**config.mk**
```make
export PLATFORM = sky130hd
export DESIGN_NAME = eink_repaint_scheduler_core
export DESIGN_NICKNAME = d
export VERILOG_FILES = /design/src/ers_pkg.sv /design/src/ers_in_stage.sv /design/src/ers_sched.sv /design/src/ers_out_stage.sv /design/src/eink_repaint_scheduler_core.sv
export VERILOG_INCLUDE_DIRS = /design/src /design/src/src
export SDC_FILE = /design/constraint.sdc
export NUM_CORES = 1
export LEC_CHECK = 0
export BUFFER_PORTS_ARGS = -buffer_cell sky130_fd_sc_hd__buf_2
export CORE_MARGIN = 5
export CORE_UTILIZATION = 45
export CTS_CLUSTER_DIAMETER = 60
export DETAILED_ROUTE_END_ITERATION = 16
export PLACE_DENSITY_LB_ADDON = 0.25
export SKIP_CTS_REPAIR_TIMING = 1
export SLEW_MARGIN = 20
export SYNTH_ARGS = -nofsm -noshare
export SYNTH_HDL_FRONTEND = slang
export SYNTH_SLANG_ARGS = --single-unit
```
**constraint.sdc**
```tcl
create_clock -name aclk -period 4.8 [get_ports aclk]
set_clock_uncertainty 0.05 [all_clocks]
set_input_delay 1.2 -clock aclk [delete_from_list [all_inputs] [get_ports aclk]]
set_output_delay 1.2 -clock aclk [all_outputs]
set_load 0.1 [all_outputs]
```
**src/eink_repaint_scheduler_core_macros.svh**
```systemverilog
// assertion macros shared by the e-ink repaint scheduler rtl
// no dependencies; included by files that carry concurrent checks
`ifndef EINK_REPAINT_SCHEDULER_CORE_MACROS_SVH
`define EINK_REPAINT_SCHEDULER_CORE_MACROS_SVH

// property checked on every rising edge outside reset
`define ERS_ASSERT(lbl, clk, rstn, prop, msg) \
    lbl: assert property (@(posedge clk) disable iff (!rstn) prop) else $error(msg);

// implication checked on every rising edge outside reset
`define ERS_ASSERT_IMPL(lbl, clk, rstn, ante, cons, msg) \
    lbl: assert property (@(posedge clk) disable iff (!rstn) (ante) |-> (cons)) \
        else $error(msg);

// next-cycle implication checked outside reset
`define ERS_ASSERT_NEXT(lbl, clk, rstn, ante, cons, msg) \
    lbl: assert property (@(posedge clk) disable iff (!rstn) (ante) |=> (cons)) \
        else $error(msg);

`endif

```
**src/ers_pkg.sv**
```systemverilog
// shared types and constants of the e-ink repaint scheduler
// no dependencies; imported by every module of the block
`default_nettype none

package ers_pkg;

    localparam int FIELD_W            = 12;
    localparam int COORD_BITS_DEFAULT = 12;
    localparam int LIMIT_W            = 4;
    localparam logic [LIMIT_W-1:0] LIMIT_RESET = 4'd5;
    localparam logic [LIMIT_W-1:0] COUNT_MAX   = 4'hF;
    localparam int S_TDATA_W = 48;
    localparam int S_TUSER_W = 2;
    localparam int M_TDATA_W = 56;
    localparam int M_TUSER_W = 2;

    typedef enum logic [1:0] {
        REQ_FULL    = 2'd0,
        REQ_PARTIAL = 2'd1,
        REQ_DONE    = 2'd2,
        REQ_EXIT    = 2'd3
    } req_type_t;

    typedef enum logic [1:0] {
        START_NONE    = 2'd0,
        START_FULL    = 2'd1,
        START_PARTIAL = 2'd2
    } start_t;

    typedef struct packed {
        req_type_t          req_type;
        logic [FIELD_W-1:0] rect_left;
        logic [FIELD_W-1:0] rect_top;
        logic [FIELD_W-1:0] rect_right;
        logic [FIELD_W-1:0] rect_bottom;
    } item_t;

    typedef struct packed {
        logic               finish_full;
        logic               finish_partial;
        start_t             start_action;
        logic [FIELD_W-1:0] out_left;
        logic [FIELD_W-1:0] out_top;
        logic [FIELD_W-1:0] out_right;
        logic [FIELD_W-1:0] out_bottom;
        logic               exit_now;
    } result_t;

endpackage

`default_nettype wire

```
**src/ers_in_stage.sv**
```systemverilog
// input register of the e-ink repaint scheduler: unpacks and holds one request
// depends on ers_pkg
`default_nettype none

module ers_in_stage
    import ers_pkg::*;
(
    input  wire logic                 aclk,
    input  wire logic                 aresetn,
    input  wire logic                 s_tvalid,
    output logic                      s_tready,
    input  wire logic [S_TDATA_W-1:0] s_tdata,   // rect_left, rect_top, rect_right, rect_bottom
    input  wire logic [S_TUSER_W-1:0] s_tuser,   // req_type
    input  wire logic                 advance,
    output logic                      item_valid,
    output item_t                     item
);

    logic  valid_reg;
    logic  valid_next;
    item_t item_reg;
    item_t item_next;

    assign s_tready = !valid_reg || advance;

    always_comb begin
        valid_next = valid_reg;
        item_next  = item_reg;
        if (s_tready) begin
            valid_next            = s_tvalid;
            item_next.req_type    = req_type_t'(s_tuser);
            item_next.rect_left   = s_tdata[FIELD_W-1:0];
            item_next.rect_top    = s_tdata[2*FIELD_W-1:FIELD_W];
            item_next.rect_right  = s_tdata[3*FIELD_W-1:2*FIELD_W];
            item_next.rect_bottom = s_tdata[4*FIELD_W-1:3*FIELD_W];
        end
    end

    always_ff @(posedge aclk) begin
        if (!aresetn) begin
            valid_reg <= 1'b0;
        end else begin
            valid_reg <= valid_next;
        end
    end

    always_ff @(posedge aclk) begin
        item_reg <= item_next;
    end

    assign item_valid = valid_reg;
    assign item       = item_reg;

endmodule

`default_nettype wire

```
**src/ers_sched.sv**
```systemverilog
// refresh scheduling state and per-request decision logic
// depends on ers_pkg and eink_repaint_scheduler_core_macros.svh
`default_nettype none
`include "eink_repaint_scheduler_core_macros.svh"

module ers_sched
    import ers_pkg::*;
#(
    parameter int COORD_BITS = COORD_BITS_DEFAULT
) (
    input  wire logic               aclk,
    input  wire logic               aresetn,
    input  wire logic               cfg_wr_en,
    input  wire logic [LIMIT_W-1:0] cfg_wr_data,
    input  wire logic               fire,
    input  wire item_t              item,
    output result_t                 result
);

    localparam int CW = (COORD_BITS < FIELD_W) ? COORD_BITS : FIELD_W;

    logic [LIMIT_W-1:0] limit_reg;
    logic               full_running_reg,    full_running_next;
    logic               partial_running_reg, partial_running_next;
    logic               full_queued_reg,     full_queued_next;
    logic               partial_queued_reg,  partial_queued_next;
    logic [LIMIT_W-1:0] count_reg,           count_next;
    logic               exit_pending_reg,    exit_pending_next;
    logic               exited_reg,          exited_next;
    logic [CW-1:0]      qrect_reg [4];
    logic [CW-1:0]      qrect_next [4];
    logic [CW-1:0]      rect [4];
    logic               idle;
    result_t            res;

    assign rect[0] = item.rect_left[CW-1:0];
    assign rect[1] = item.rect_top[CW-1:0];
    assign rect[2] = item.rect_right[CW-1:0];
    assign rect[3] = item.rect_bottom[CW-1:0];
    assign idle    = !(full_running_reg || partial_running_reg);

    always_comb begin
        logic take_full;
        full_running_next    = full_running_reg;
        partial_running_next = partial_running_reg;
        full_queued_next     = full_queued_reg;
        partial_queued_next  = partial_queued_reg;
        count_next           = count_reg;
        exit_pending_next    = exit_pending_reg;
        exited_next          = exited_reg;
        qrect_next           = qrect_reg;
        res                  = '0;
        take_full            = 1'b0;
        if (!exited_reg) begin
            case (item.req_type)
                REQ_FULL: begin
                    take_full = 1'b1;
                end
                REQ_PARTIAL: begin
                    if (count_reg >= limit_reg) begin
                        count_next = '0;
                        take_full  = 1'b1;
                    end else if (idle) begin
                        count_next           = count_reg + 1'b1;
                        partial_running_next = 1'b1;
                        res.start_action     = START_PARTIAL;
                        res.out_left         = FIELD_W'(rect[0]);
                        res.out_top          = FIELD_W'(rect[1]);
                        res.out_right        = FIELD_W'(rect[2]);
                        res.out_bottom       = FIELD_W'(rect[3]);
                    end else if (full_queued_reg) begin
                        // dropped, a full refresh covers it
                    end else if (partial_queued_reg) begin
                        for (int i = 0; i < 2; i++) begin
                            if (rect[i] < qrect_reg[i]) begin
                                qrect_next[i] = rect[i];
                            end
                        end
                        for (int i = 2; i < 4; i++) begin
                            if (rect[i] > qrect_reg[i]) begin
                                qrect_next[i] = rect[i];
                            end
                        end
                    end else begin
                        qrect_next          = rect;
                        partial_queued_next = 1'b1;
                    end
                end
                REQ_DONE: begin
                    if (full_running_reg) begin
                        full_running_next = 1'b0;
                        count_next        = '0;
                        res.finish_full   = 1'b1;
                    end
                    if (partial_running_reg) begin
                        partial_running_next = 1'b0;
                        res.finish_partial   = 1'b1;
                    end
                    if (exit_pending_reg) begin
                        exited_next  = 1'b1;
                        res.exit_now = 1'b1;
                    end else if (full_queued_reg) begin
                        full_queued_next  = 1'b0;
                        full_running_next = 1'b1;
                        res.start_action  = START_FULL;
                    end else if (partial_queued_reg) begin
                        partial_queued_next  = 1'b0;
                        partial_running_next = 1'b1;
                        if (count_next != COUNT_MAX) begin
                            count_next = count_next + 1'b1;
                        end
                        res.start_action = START_PARTIAL;
                        res.out_left     = FIELD_W'(qrect_reg[0]);
                        res.out_top      = FIELD_W'(qrect_reg[1]);
                        res.out_right    = FIELD_W'(qrect_reg[2]);
                        res.out_bottom   = FIELD_W'(qrect_reg[3]);
                    end
                end
                REQ_EXIT: begin
                    if (idle) begin
                        exited_next  = 1'b1;
                        res.exit_now = 1'b1;
                    end else begin
                        exit_pending_next = 1'b1;
                    end
                end
                default: begin
                end
            endcase
            if (take_full) begin
                if (idle) begin
                    full_running_next = 1'b1;
                    res.start_action  = START_FULL;
                end else begin
                    full_queued_next    = 1'b1;
                    partial_queued_next = 1'b0;
                end
            end
        end
    end

    assign result = res;

    always_ff @(posedge aclk) begin
        if (!aresetn) begin
            limit_reg           <= LIMIT_RESET;
            full_running_reg    <= 1'b0;
            partial_running_reg <= 1'b0;
            full_queued_reg     <= 1'b0;
            partial_queued_reg  <= 1'b0;
            count_reg           <= '0;
            exit_pending_reg    <= 1'b0;
            exited_reg          <= 1'b0;
        end else begin
            if (cfg_wr_en) begin
                limit_reg <= cfg_wr_data;
            end
            if (fire) begin
                full_running_reg    <= full_running_next;
                partial_running_reg <= partial_running_next;
                full_queued_reg     <= full_queued_next;
                partial_queued_reg  <= partial_queued_next;
                count_reg           <= count_next;
                exit_pending_reg    <= exit_pending_next;
                exited_reg          <= exited_next;
            end
        end
    end

    always_ff @(posedge aclk) begin
        if (fire) begin
            qrect_reg <= qrect_next;
        end
    end

    `ERS_ASSERT(a_one_running, aclk, aresetn, !(full_running_reg && partial_running_reg), "full and partial refresh running together")
    `ERS_ASSERT(a_one_queued, aclk, aresetn, !(full_queued_reg && partial_queued_reg), "full and partial refresh queued together")
    `ERS_ASSERT_IMPL(a_queue_busy, aclk, aresetn, full_queued_reg || partial_queued_reg, full_running_reg || partial_running_reg || exited_reg, "refresh queued while panel idle")
    `ERS_ASSERT_NEXT(a_exit_sticky, aclk, aresetn, exited_reg, exited_reg, "exited state cleared")
    `ERS_ASSERT_NEXT(a_partial_starts, aclk, aresetn, fire && res.start_action == START_PARTIAL, partial_running_reg && !full_running_reg, "partial start not tracked")

endmodule

`default_nettype wire

```
**src/ers_out_stage.sv**
```systemverilog
// result register of the e-ink repaint scheduler: packs and holds one result
// depends on ers_pkg
`default_nettype none

module ers_out_stage
    import ers_pkg::*;
(
    input  wire logic                 aclk,
    input  wire logic                 aresetn,
    input  wire logic                 load,
    input  wire result_t              result,
    output logic                      can_load,
    output logic                      m_tvalid,
    input  wire logic                 m_tready,
    output logic [M_TDATA_W-1:0]      m_tdata,   // finish_full, finish_partial, out_left,
                                                 // out_top, out_right, out_bottom, exit_now
    output logic [M_TUSER_W-1:0]      m_tuser    // start_action
);

    localparam int PAD_W = M_TDATA_W - 4 * FIELD_W - 3;

    logic                 valid_reg;
    logic [M_TDATA_W-1:0] data_reg;
    logic [M_TUSER_W-1:0] user_reg;

    assign can_load = !valid_reg || m_tready;

    always_ff @(posedge aclk) begin
        if (!aresetn) begin
            valid_reg <= 1'b0;
        end else if (can_load) begin
            valid_reg <= load;
        end
    end

    always_ff @(posedge aclk) begin
        if (can_load && load) begin
            data_reg <= {{PAD_W{1'b0}}, result.exit_now, result.out_bottom, result.out_right,
                         result.out_top, result.out_left, result.finish_partial,
                         result.finish_full};
            user_reg <= result.start_action;
        end
    end

    assign m_tvalid = valid_reg;
    assign m_tdata  = data_reg;
    assign m_tuser  = user_reg;

endmodule

`default_nettype wire

```
**src/eink_repaint_scheduler_core.sv**
```systemverilog
// top level of the e-ink repaint scheduler
// depends on ers_pkg, ers_in_stage, ers_sched and ers_out_stage
`default_nettype none

// Takes one request per clock (full refresh, partial rectangle, busy done edge,
// exit) and returns exactly one result per request. Each request passes an
// input register, combinational decision logic against the scheduler state and
// a result register; the sustained rate is one item per clock, and s_tready
// drops only while the result register is full and m_tready is low.
// partial_limit is written through cfg_wr_en/cfg_wr_data and resets to 5;
// write it only while no item is in flight.
module eink_repaint_scheduler_core
    import ers_pkg::*;
#(
    parameter int COORD_BITS = COORD_BITS_DEFAULT
) (
    input  wire logic                 aclk,
    input  wire logic                 aresetn,
    input  wire logic                 cfg_wr_en,
    input  wire logic [LIMIT_W-1:0]   cfg_wr_data,
    input  wire logic                 s_tvalid,
    output logic                      s_tready,
    input  wire logic [S_TDATA_W-1:0] s_tdata,   // rect_left, rect_top, rect_right, rect_bottom
    input  wire logic [S_TUSER_W-1:0] s_tuser,   // req_type
    output logic                      m_tvalid,
    input  wire logic                 m_tready,
    output logic [M_TDATA_W-1:0]      m_tdata,   // finish_full, finish_partial, out_left,
                                                 // out_top, out_right, out_bottom, exit_now
    output logic [M_TUSER_W-1:0]      m_tuser    // start_action
);

    logic    advance;
    logic    item_valid;
    logic    fire;
    item_t   item;
    result_t result;

    assign fire = item_valid && advance;

    ers_in_stage u_in_stage (
        .aclk       (aclk),
        .aresetn    (aresetn),
        .s_tvalid   (s_tvalid),
        .s_tready   (s_tready),
        .s_tdata    (s_tdata),
        .s_tuser    (s_tuser),
        .advance    (advance),
        .item_valid (item_valid),
        .item       (item)
    );

    ers_sched #(
        .COORD_BITS (COORD_BITS)
    ) u_sched (
        .aclk        (aclk),
        .aresetn     (aresetn),
        .cfg_wr_en   (cfg_wr_en),
        .cfg_wr_data (cfg_wr_data),
        .fire        (fire),
        .item        (item),
        .result      (result)
    );

    ers_out_stage u_out_stage (
        .aclk     (aclk),
        .aresetn  (aresetn),
        .load     (item_valid),
        .result   (result),
        .can_load (advance),
        .m_tvalid (m_tvalid),
        .m_tready (m_tready),
        .m_tdata  (m_tdata),
        .m_tuser  (m_tuser)
    );

endmodule

`default_nettype wire

```
# Yosys cells after proc, flatten, opt, wreduce, memory -nomap -nowiden

Index checks and enable logic that the tools add are counted.

Output and inout bits: 60
Word-level logic and storage cells: 117
Flip-flop bits (word level): 167
Input bits: 59

Order comparisons: 5
Bitwise operators: 4
Equality and inequality tests: 11
Reductions and logical operators: 17
Add/sub/neg operators: 2
Mux-type cells: 56

Operators with widths:

| kind                | count |
|---|---|
| $mux 50             | 4 |
| $pmux 50 s2         | 1 |
| $mux 48             | 2 |
| $mux 12             | 4 |
| $mux 4              | 9 |
| $mux 1              | 28 |
| $reduce_and 7->1    | 4 |
| $gt 12x12->1        | 2 |
| $lt 12x12->1        | 2 |
| $ne 2x2->1 const B  | 6 |
| $add 4x1->4 const B | 2 |
| $pmux 1 s2          | 4 |
| $pmux 4 s2          | 1 |
| $reduce_and 4->1    | 2 |
| $mux 2              | 3 |
| $reduce_and 5->1    | 1 |
| $eq 2x2->1 const B  | 2 |
| $ge 4x4->1          | 1 |
| $ne 4x4->1 const B  | 1 |
| $not 1->1           | 4 |
| $logic_or 1x1->1    | 3 |
| $ne 3x3->1 const B  | 1 |
| $eq 2x1->1 const B  | 1 |
| $logic_not 1->1     | 2 |
| 5 further kinds     | 5 |

# Longest topological paths before layout

Word-level depth: 9
Depth in mapped cells: 9
Gate-level depth less buffers: 8

# By module

Synthesis repeated with hierarchy kept, for this count alone.

Cell total of the unflattened synthesis: 574
Area, all modules: 7598.5 µm²

By module, submodules not included:

| module                      | cells each | area an instance (µm²) | times used | seq. area each (µm²) |
|---|---|---|---|---|
| ers_sched                   | 455        | 4351.7                 | 1          | 1721.7 |
| ers_out_stage               | 64         | 1690.4                 | 1          | 1611.5 |
| ers_in_stage                | 54         | 1550.2                 | 1          | 1521.5 |
| eink_repaint_scheduler_core | 1          | 6.3                    | 1          | 0.0 |

# Worst setup path before layout

OpenSTA, ideal clock, no wires.

Path type: input-to-output
Start: input port m_tready
End: output port s_tready
Buffers on the path: 0
Slack: 0.599 ns
Required time: 3.550 ns
Cell stages on the path: 2
Arrival time: 2.951 ns
Path through: nor2b_1 > nand2_1

Word-level cells in the longest chain between the ends: 2

RTL lines:

| item             | RTL line                          | text |
|---|---|---|
| start, declared  | eink_repaint_scheduler_core.sv:26 | `input wire logic m_tready,` |
| $logic_or 1x1->1 | ers_out_stage.sv:26               | `assign can_load = !valid_reg \|\| m_tready;` |
| $logic_or 1x1->1 | ers_in_stage.sv:24                | `assign s_tready = !valid_reg \|\| advance;` |
| end, declared    | eink_repaint_scheduler_core.sv:22 | `output logic s_tready,` |

Every way passes these cells.

# Worst setup path in the final report

Same ends and word-level chain as after synthesis.

==> flow_summary.yaml <==
clocking:
  tritoncts: "done"
  htreeDepth: 4
  cts_buffer_depth: 2
  root_buffer: "clkbuf_16"
  path_clk_slew_ns: 0.06
  clock_latency_ns: 0.43
  cts.sinks: 167
  cts-buffers-inserted: 17
global_route:
  antenna_found_initial: 0
  first_global_vias: 5145
  grt_pass1_wl_um: 26400
  grt-ovfl-total: 0
  grtUsageTotal: 0.171
  grt_max_degree: 54
critical_path:
  critPathTopFamily: "simple AND/OR/NAND/NOR gates"
  cp.arrival_ns: 2.13
  crit_path_frequent_cell: "buf_2"
  startpoint_type: "input pin"
  r2r-start: "u_sched.count_reg[0]$_SDFFE_PN0P_"
  reg2reg_slack_ns: 1.52
  crit_buf_inv: 2
  worstSetupPathType: "in -> out"
  end_kind: "output pin"
  critPathSlowestCell: "buf_2"
  worstSetupStartpoint: "m_tready"
  rr_endpoint: "u_sched.qrect_reg[37]$_DFFE_PP_"
  crit_required_ns: 3.55
  cp_cell_sequence: "buf_2, nor2b_1, nand2_2, buf_2"
  max_stage_delay_ns: 0.34
  crit_path_max_fanout: 5
  ff2ff_path_depth: 8
final_layout:
  areaGrowthSynthToFinish_pct: 18.2
  nets: 813
  drive_above_1_share: 0.218
  regArea_sq_um: 4850
  final_area_sq_um: 8930
  antenna_cells: 0
  largest_register_ffs: 51
  multi_input_area_sq_um: 2370
  fillers: 1403
drt:
  wl_met3_um: 1040
  dr_wl_met2_um: 7730
  highest_layer: "met4"
  routed_wirelength_um: 16200
  drt_iter0_markers: 426
  via_count: 5011
  viasPerCell: 5.38
  first_pass_iters: 5
  wl_per_cell_um: 17.4
  drtAntennaViolNets: 0
  wl_met1_um: 7150
  drcViolationCount: 0
min_path:
  hp-class: "reg -> reg"
  worstHoldStart: "u_in_stage.item[12]$_DFFE_PP_"
  hold_path_depth: 0
  hold_end: "u_sched.qrect_reg[12]$_DFFE_PP_"
die:
  die_h_um: 140
  die_w_um: 140
  rows: 47
  core_sq_um: 16500
  initial_core_util: 0.458
  io_pins: 119
  die-area_sq_um: 19500
power_and_ir_drop:
  ir_worst_vdd_mv: 0.237
  power.leakage_nw: 3.72
  p_per_area_nw_per_um2: 386
timing:
  tns_ns: 0
  finalCritPeriodShare: 0.704
  tightestPinTransition_ns: 1.02
  slew_headroom: 0.317
  fmax_ghz: 0.296
  holdWs_ns: 0.437
  slew_viol_final: 0
  hold_viol: 0
  rsz0062_at_grt: "no"
  finalSetupViolations: 0
  min_period_ns: 3.38
logic_synthesis:
  synth_seq_area_share: 0.642
  ys_top_cells_by_area: "edfxtp_1 (60%), ha_1 (9.3%), a22oi_1 (4.9%), dfxtp_1 (4.2%), nor2_1 (3.4%)"
  synth_area_sq_um: 7560
  synth_most_common_cell: "edfxtp_1"
  ys_top_cells_by_count: "edfxtp_1 (151), nor2_1 (69), ha_1 (56), inv_1 (56), a22oi_1 (49)"
  synthCells: 583
  yosysWarnings: 0
  netlist.top_cell.by_area: "edfxtp_1"
  synth_flop_cell: "edfxtp_1"
  ys_ff_latch: 167
  postSynthAreaPerCell_sq_um: 13.0
  yosysUniqueCellTypes: 57
  async_flop_share: 0
  yosysTopAreaCellShare: 0.600
  synth-edff-count: 151
place:
  gp_congestion: 0.814
  dpl_cell_area_sq_um: 8320
  place.port_buffers: 113
  dp_hpwl_um: 10900
run:
  drv_cap: 0
run_status:
  status: "complete, no violations"
==> worst register-to-register path: cells and delay by family, from the launching register on <==
family	cells	cell delay, ns
compound gates	3	1.34
simple gates	2	0.51
flops	1	0.42
buf+inv	2	0.39
fa+ha+maj	1	0.28
==> worst max path at each step <==
stage,depth (start not counted),end
after global routing,8,u_sched.qrect_reg[38]$_DFFE_PP_
after floorplan,2,s_tready
after global placement,7,u_sched.qrect_reg[38]$_DFFE_PP_
after detailed placement,7,u_sched.qrect_reg[36]$_DFFE_PP_
after CTS,4,s_tready
final,4,s_tready
==> layout by cell type (no fill, tap or decap), types with 5 or more instances in the layout <==
cell type and n:
buf_2 113, a21o_1 7, nor2_1 69, ha_1 56, dfxtp_1 16, o21ai_0 12, nand4_1 6, inv_1 55
a22oi_1 49, buf_4 6, conb_1 5, nor3_1 7, nor2b_1 8, clkbuf_16 17, clkinv_2 5, nand2b_1 7
nand2_1 17, a21oi_1 23, nand3_1 6, edfxtp_1 151
==> where the power goes <==
group	internal [mW]	leakage [nW]	total, mW	switching, mW
clock network	0.866	0.299	1.41	0.549
registers	1.64	1.62	1.68	0.0357
logic	0.0868	1.79	0.358	0.271
total	2.60	3.72	3.45	0.856
==> final cells by class <==
cell class | instances | area share
tap | 220 | 0.0308
multi-input combinational | 337 | 0.265
clock inverter | 14 | 0.0203
inverter | 56 | 0.0237
sequential | 167 | 0.543
timing repair buffer | 119 | 0.0683
clock buffer | 18 | 0.0480
==> cells by family after synthesis <==
logic type / synth area share
mux: 0.00546
other cells: 0.000496
flops: 0.642
xor+xnor: 0.00232
compound gates: 0.117
buf+inv: 0.0478
fa+ha+maj: 0.0927
simple gates: 0.0923
==> metrics by stage <==
step	instances	total power [mW]	setup WS [ns]	util
finish	931	3.45	1.42	0.541
CTS	931	3.48	1.41	0.541
global route	931	3.58	1.28	0.541
floorplan	587	1.98	0.599	-
global placement	899	2.06	1.34	0.504
detailed placement	899	2.07	1.15	0.504
==> layer usage <==
layer,vias to the layer above,GRT usage
met5,-,0
met4,0,0.0592
met3,24,0.0460
met2,175,0.278
met1,2428,0.224
li1,2384,-
Power figures use the tool's default switching activity.
